`config.mk`:
```
export PLATFORM = sky130hd
export DESIGN_NAME = sem_ctrl
export DESIGN_NICKNAME = d
export VERILOG_FILES = /design/src/design/sem_pkg.sv /design/src/design/sem_ctrl.sv
export SDC_FILE = /design/constraint.sdc
export NUM_CORES = 1
export LEC_CHECK = 0
export ABC_AREA = 0
export BUFFER_PORTS_ARGS = -buffer_cell sky130_fd_sc_hd__buf_2
export CAP_MARGIN = 5
export CORE_UTILIZATION = 49
export CTS_BUF_LIST = sky130_fd_sc_hd__clkbuf_4 sky130_fd_sc_hd__clkbuf_8
export DETAILED_ROUTE_END_ITERATION = 16
export PLACE_DENSITY = 0.74
export SLEW_MARGIN = 20
export SYNTH_ARGS = -nofsm -noshare
export SYNTH_HDL_FRONTEND = slang
export SYNTH_SLANG_ARGS = --single-unit
```
`constraint.sdc`:
```
create_clock -name aclk -period 2.3 [get_ports aclk]
set_input_delay 0.575 -clock aclk [delete_from_list [all_inputs] [get_ports aclk]]
set_output_delay 0.575 -clock aclk [all_outputs]
set_load 0.01 [all_outputs]
```
`src/design/sem_pkg.sv`:
```
package sem_pkg;

    localparam int PIX_W   = 8;
    localparam int CFG_W   = 12;
    localparam int ROW_W   = 12;
    localparam int OCOL_W  = 11;
    localparam int GRAD_W  = 11;
    localparam int SQ_W    = 21;
    localparam int ROOT_W  = 11;
    localparam int SLOTS   = 4;

    localparam logic CFG_IMAGE_WIDTH  = 1'b0;
    localparam logic CFG_IMAGE_HEIGHT = 1'b1;

    localparam logic [3:0] ROOT_TOP_BIT = 4'(ROOT_W - 1);

    typedef enum logic [7:0] {
        ST_IDLE   = 8'b0000_0001,
        ST_RDWAIT = 8'b0000_0010,
        ST_UPDATE = 8'b0000_0100,
        ST_GRAD   = 8'b0000_1000,
        ST_SQR    = 8'b0001_0000,
        ST_ROOT   = 8'b0010_0000,
        ST_FIN    = 8'b0100_0000,
        ST_SEND   = 8'b1000_0000
    } state_t;

    typedef struct packed {
        logic       accept;
        logic       update;
        logic       grad;
        logic       sqr;
        logic       root_step;
        logic       load_out;
        logic [1:0] slot;
        logic [3:0] bit_idx;
    } cmd_t;

    typedef struct packed {
        logic [SLOTS-1:0] mask;
    } status_t;

endpackage

```
`src/design/sem_ctrl.sv`:
```
module sem_ctrl (
    input  logic             aclk,
    input  logic             aresetn,
    input  logic             s_tvalid,
    output logic             s_tready,
    output logic             m_tvalid,
    input  logic             m_tready,
    input  sem_pkg::status_t status,
    output sem_pkg::cmd_t    cmd
);

    sem_pkg::state_t state_reg, state_next;
    logic [1:0] slot_reg, slot_next;
    logic [3:0] bit_reg, bit_next;
    logic [1:0] first_slot;
    logic [1:0] after_slot;
    logic       after_any;

    always_comb begin
        first_slot = 2'd0;
        for (int i = sem_pkg::SLOTS - 1; i >= 0; i--) begin
            if (status.mask[i]) begin
                first_slot = 2'(i);
            end
        end
        after_slot = 2'd0;
        after_any  = 1'b0;
        for (int i = sem_pkg::SLOTS - 1; i >= 0; i--) begin
            if (status.mask[i] && (2'(i) > slot_reg)) begin
                after_slot = 2'(i);
                after_any  = 1'b1;
            end
        end
    end

    always_comb begin
        state_next    = state_reg;
        slot_next     = slot_reg;
        bit_next      = bit_reg;
        cmd           = '0;
        cmd.slot      = slot_reg;
        cmd.bit_idx   = bit_reg;
        s_tready      = 1'b0;
        m_tvalid      = 1'b0;
        unique case (state_reg)
            sem_pkg::ST_IDLE: begin
                s_tready = 1'b1;
                if (s_tvalid) begin
                    cmd.accept = 1'b1;
                    state_next = sem_pkg::ST_RDWAIT;
                end
            end
            sem_pkg::ST_RDWAIT: begin
                state_next = sem_pkg::ST_UPDATE;
            end
            sem_pkg::ST_UPDATE: begin
                cmd.update = 1'b1;
                slot_next  = first_slot;
                state_next = (|status.mask) ? sem_pkg::ST_GRAD : sem_pkg::ST_IDLE;
            end
            sem_pkg::ST_GRAD: begin
                cmd.grad   = 1'b1;
                state_next = sem_pkg::ST_SQR;
            end
            sem_pkg::ST_SQR: begin
                cmd.sqr    = 1'b1;
                bit_next   = sem_pkg::ROOT_TOP_BIT;
                state_next = sem_pkg::ST_ROOT;
            end
            sem_pkg::ST_ROOT: begin
                cmd.root_step = 1'b1;
                if (bit_reg == 4'd0) begin
                    state_next = sem_pkg::ST_FIN;
                end else begin
                    bit_next = bit_reg - 4'd1;
                end
            end
            sem_pkg::ST_FIN: begin
                cmd.load_out = 1'b1;
                state_next   = sem_pkg::ST_SEND;
            end
            sem_pkg::ST_SEND: begin
                m_tvalid = 1'b1;
                if (m_tready) begin
                    if (after_any) begin
                        slot_next  = after_slot;
                        state_next = sem_pkg::ST_GRAD;
                    end else begin
                        state_next = sem_pkg::ST_IDLE;
                    end
                end
            end
            default: begin
                state_next = sem_pkg::ST_IDLE;
            end
        endcase
    end

    always_ff @(posedge aclk) begin
        if (!aresetn) begin
            state_reg <= sem_pkg::ST_IDLE;
            slot_reg  <= 2'd0;
            bit_reg   <= 4'd0;
        end else begin
            state_reg <= state_next;
            slot_reg  <= slot_next;
            bit_reg   <= bit_next;
        end
    end

    a_no_overlap: assert property (@(posedge aclk) disable iff (!aresetn)
        !(s_tready && m_tvalid))
        else $error("Input taken while a word is offered.");

    a_accept_reads: assert property (@(posedge aclk) disable iff (!aresetn)
        (s_tvalid && s_tready) |=> (state_reg == sem_pkg::ST_RDWAIT))
        else $error("Accepted pixel did not start a line read.");

    a_send_after_root: assert property (@(posedge aclk) disable iff (!aresetn)
        $rose(m_tvalid) |-> $past(state_reg == sem_pkg::ST_FIN))
        else $error("Result offered before the root finished.");

endmodule

```
==> flow_metrics.env <==
export IMPL_outcome="finished clean"
export IMPL_maxSlewViolCount=0
export IMPL_cts_tree="built"
export IMPL_critPathMaxStageDelay_ps=600
export IMPL_maxCapViolCount=0
export IMPL_drc=0
export IMPL_worstPathRequired_ps=1730
export IMPL_die_height_um=46.6
export IMPL_powerDensity_mw_per_mm2=462
export IMPL_crit_type="register to primary output"
export IMPL_cp_top_family="simple AND/OR/NAND/NOR gates"
export IMPL_cp_buffers_inverters=1
export IMPL_synth_most_common_cell="dfxtp_1"
export IMPL_avgSynthCellArea_um2=8.71
export IMPL_firstDrtPassIters=4
export IMPL_maxSlewHeadroom_pct=70.9
export IMPL_setup_slack_ps=57.1
export IMPL_synth_seq_cells=14
export IMPL_clockBufferDepth=2
export IMPL_antenna_cells=0
export IMPL_syn_area_um2=976
export IMPL_grt_pass1_vias=818
export IMPL_post_route_period_util_pct=97.5
export IMPL_grt_max_degree=10
export IMPL_port_buffers=21
export IMPL_worst_pin_slew_ps=433
export IMPL_synth_nets=122
export IMPL_initialDrtViolationCount=6
export IMPL_synth_largest_area_cell="dfxtp_1"
export IMPL_async_reset_ff_share_pct=0
export IMPL_viasPerCell=5.51
export IMPL_wire_per_inst_um=12.7
export IMPL_synthesis_instances=112
export IMPL_initial_utilization_pct=54.2
export IMPL_synth_top_area_share_pct=28.7
export IMPL_crit_chain="or4_4 -> nor4_4 -> buf_2"
export IMPL_num_nets_final=148
export IMPL_fp_row_count=15
export IMPL_detail_route_antenna_nets=0
export IMPL_rsz0062_at_grt="yes"
export IMPL_largest_register_ffs=8
export IMPL_gp_congestion=0.771
export IMPL_hold_depth=2
export IMPL_synthFlopType="dfxtp_1"
export IMPL_cp_arrival_ps=1670
export IMPL_yosysWarningCount=0
export IMPL_ir_drop_v=0.000269
export IMPL_hp_class="register to register"
export IMPL_leakage_nw=0.497
export IMPL_die_w_um=46.6
export IMPL_clock_sinks=14
export IMPL_critPathSlowestCell="or4_4"
export IMPL_setup_violations=0
export IMPL_min_period_ps=2240
export IMPL_overflow=0
export IMPL_grtUsageTotal_pct=21.4
export IMPL_startpoint_type="register"
export IMPL_final_util_pct=64.9
export IMPL_grt_pass1_wl_um=3300
export IMPL_pin_count=22
export IMPL_cts_max_level=1
export IMPL_synth_distinct_cells=45
export IMPL_antenna_found_initial=0
export IMPL_hold_viol=0
export IMPL_cp_depth=3
export IMPL_vias=893
export IMPL_drive_above_1_share_pct=36.5
export IMPL_synth_common_cells="dfxtp_1, nor2_1, nand2_1"
export IMPL_synthToLayoutAreaGrowth_pct=19.9
export IMPL_synth_edf_count=0
export IMPL_wirelength_um=2050
export IMPL_finalClockSkew_ps=3.28
export IMPL_place_ws_ps=162
export IMPL_cts_hold_buf=0
export IMPL_dp_hpwl_um=1550
export IMPL_fillCellCount=160
export IMPL_synth_area_leaders="dfxtp_1, nor2_1, nand3_1"
export IMPL_path_clk_slew_ps=80
export IMPL_dieArea_mm2=0.00217
export IMPL_rr_worst_depth=6
export IMPL_cts_buffers=3
export IMPL_cp_end_kind="primary output"
export IMPL_cp_max_fo=6
export IMPL_insertion_delay_ps=280
export IMPL_ys_seq_area_share_pct=28.7
export IMPL_core_area_mm2=0.00180
export IMPL_max_freq_ghz=0.446
export IMPL_cts_root_buf="clkbuf_4"
==> worst paths after layout <==
check | start | endpoint | slack, ps
max | state_reg[0] | cmd[7] | 60
min | state_reg[1] | state_reg[2] | 490
max reg2reg | state_reg[0] | state_reg[0] | 160
min reg2reg | state_reg[1] | state_reg[2] | 490
==> placed cells by master, fill, tap and decap left out, types with 5 or more instances in the layout <==
master / Yosys / layout
buf_2: 1 / 21
buf_4: 1 / 5
nand3_1: 9 / 9
inv_1: 6 / 6
dfxtp_1: 14 / 8
dfxtp_2: 0 / 6
nand2_1: 10 / 10
nor2_1: 13 / 13
==> kinds of logic (layout without fill, tap and decap cells) <==
family / count (synthesis) / count (layout) / synth area share, %
mux: 3 / 3 / 3.08
compound gates: 16 / 16 / 12.7
buf+inv: 11 / 36 / 9.36
xor+xnor: 5 / 5 / 4.49
simple gates: 61 / 61 / 39.1
flops: 14 / 14 / 28.7
fa+ha+maj: 2 / 2 / 2.56
==> metrics by stage <==
step	cells	total power, mW	TNS [ps]	hold slack [ps]	instance area (µm²)
after global placement	156	0.348	0	476	1070
after CTS	162	0.540	0	497	1150
final	162	0.540	0	486	1170
after floorplan	112	0.330	0	473	976
after detailed placement	156	0.350	0	484	1070
after global routing	162	0.565	-0.326	513	1170
==> cell type report <==
cell class                 instances  area, µm²  area share (%)
inverter                           6       22.5            1.93
multi-input combinational         87        649            55.5
clock buffer                       4       36.3            3.10
timing repair buffer              26        143            12.2
sequential                        14        288            24.6
tap                               25       31.3            2.67
==> what timing repair did <==
action | CTS | global route
pin swaps | 1 | 2
gates resized for setup | 4 | 8
hold endpoints to repair | 0 | 0
setup buffers | 2 | 0
setup endpoints to repair | 5 | 5
==> power by group <==
group	internal [mW]	total [mW]	switching, mW
Combinational	0.0536	0.106	0.0519
Clock	0.0964	0.177	0.0809
Sequential	0.248	0.257	0.00903
==> metal layers <==
metal | vias up | part of all wire, % | GRT usage [%]
met2 | 16 | 50 | 36.7
met5 | - | 0 | 0
met1 | 418 | 46 | 25.2
met3 | 3 | 3.2 | 5.10
met4 | 0 | 1.1 | 8.57
li1 | 456 | - | -
==> worst register-to-register path, stage by stage (launching register included) <==
cell	delay [ps]
dfxtp_2	360
or4_4	600
buf_4	170
nor4_4	390
o221ai_2	160
and4_4	210
o31ai_2	170
Note: power is estimated with default switching activity, not from simulation.
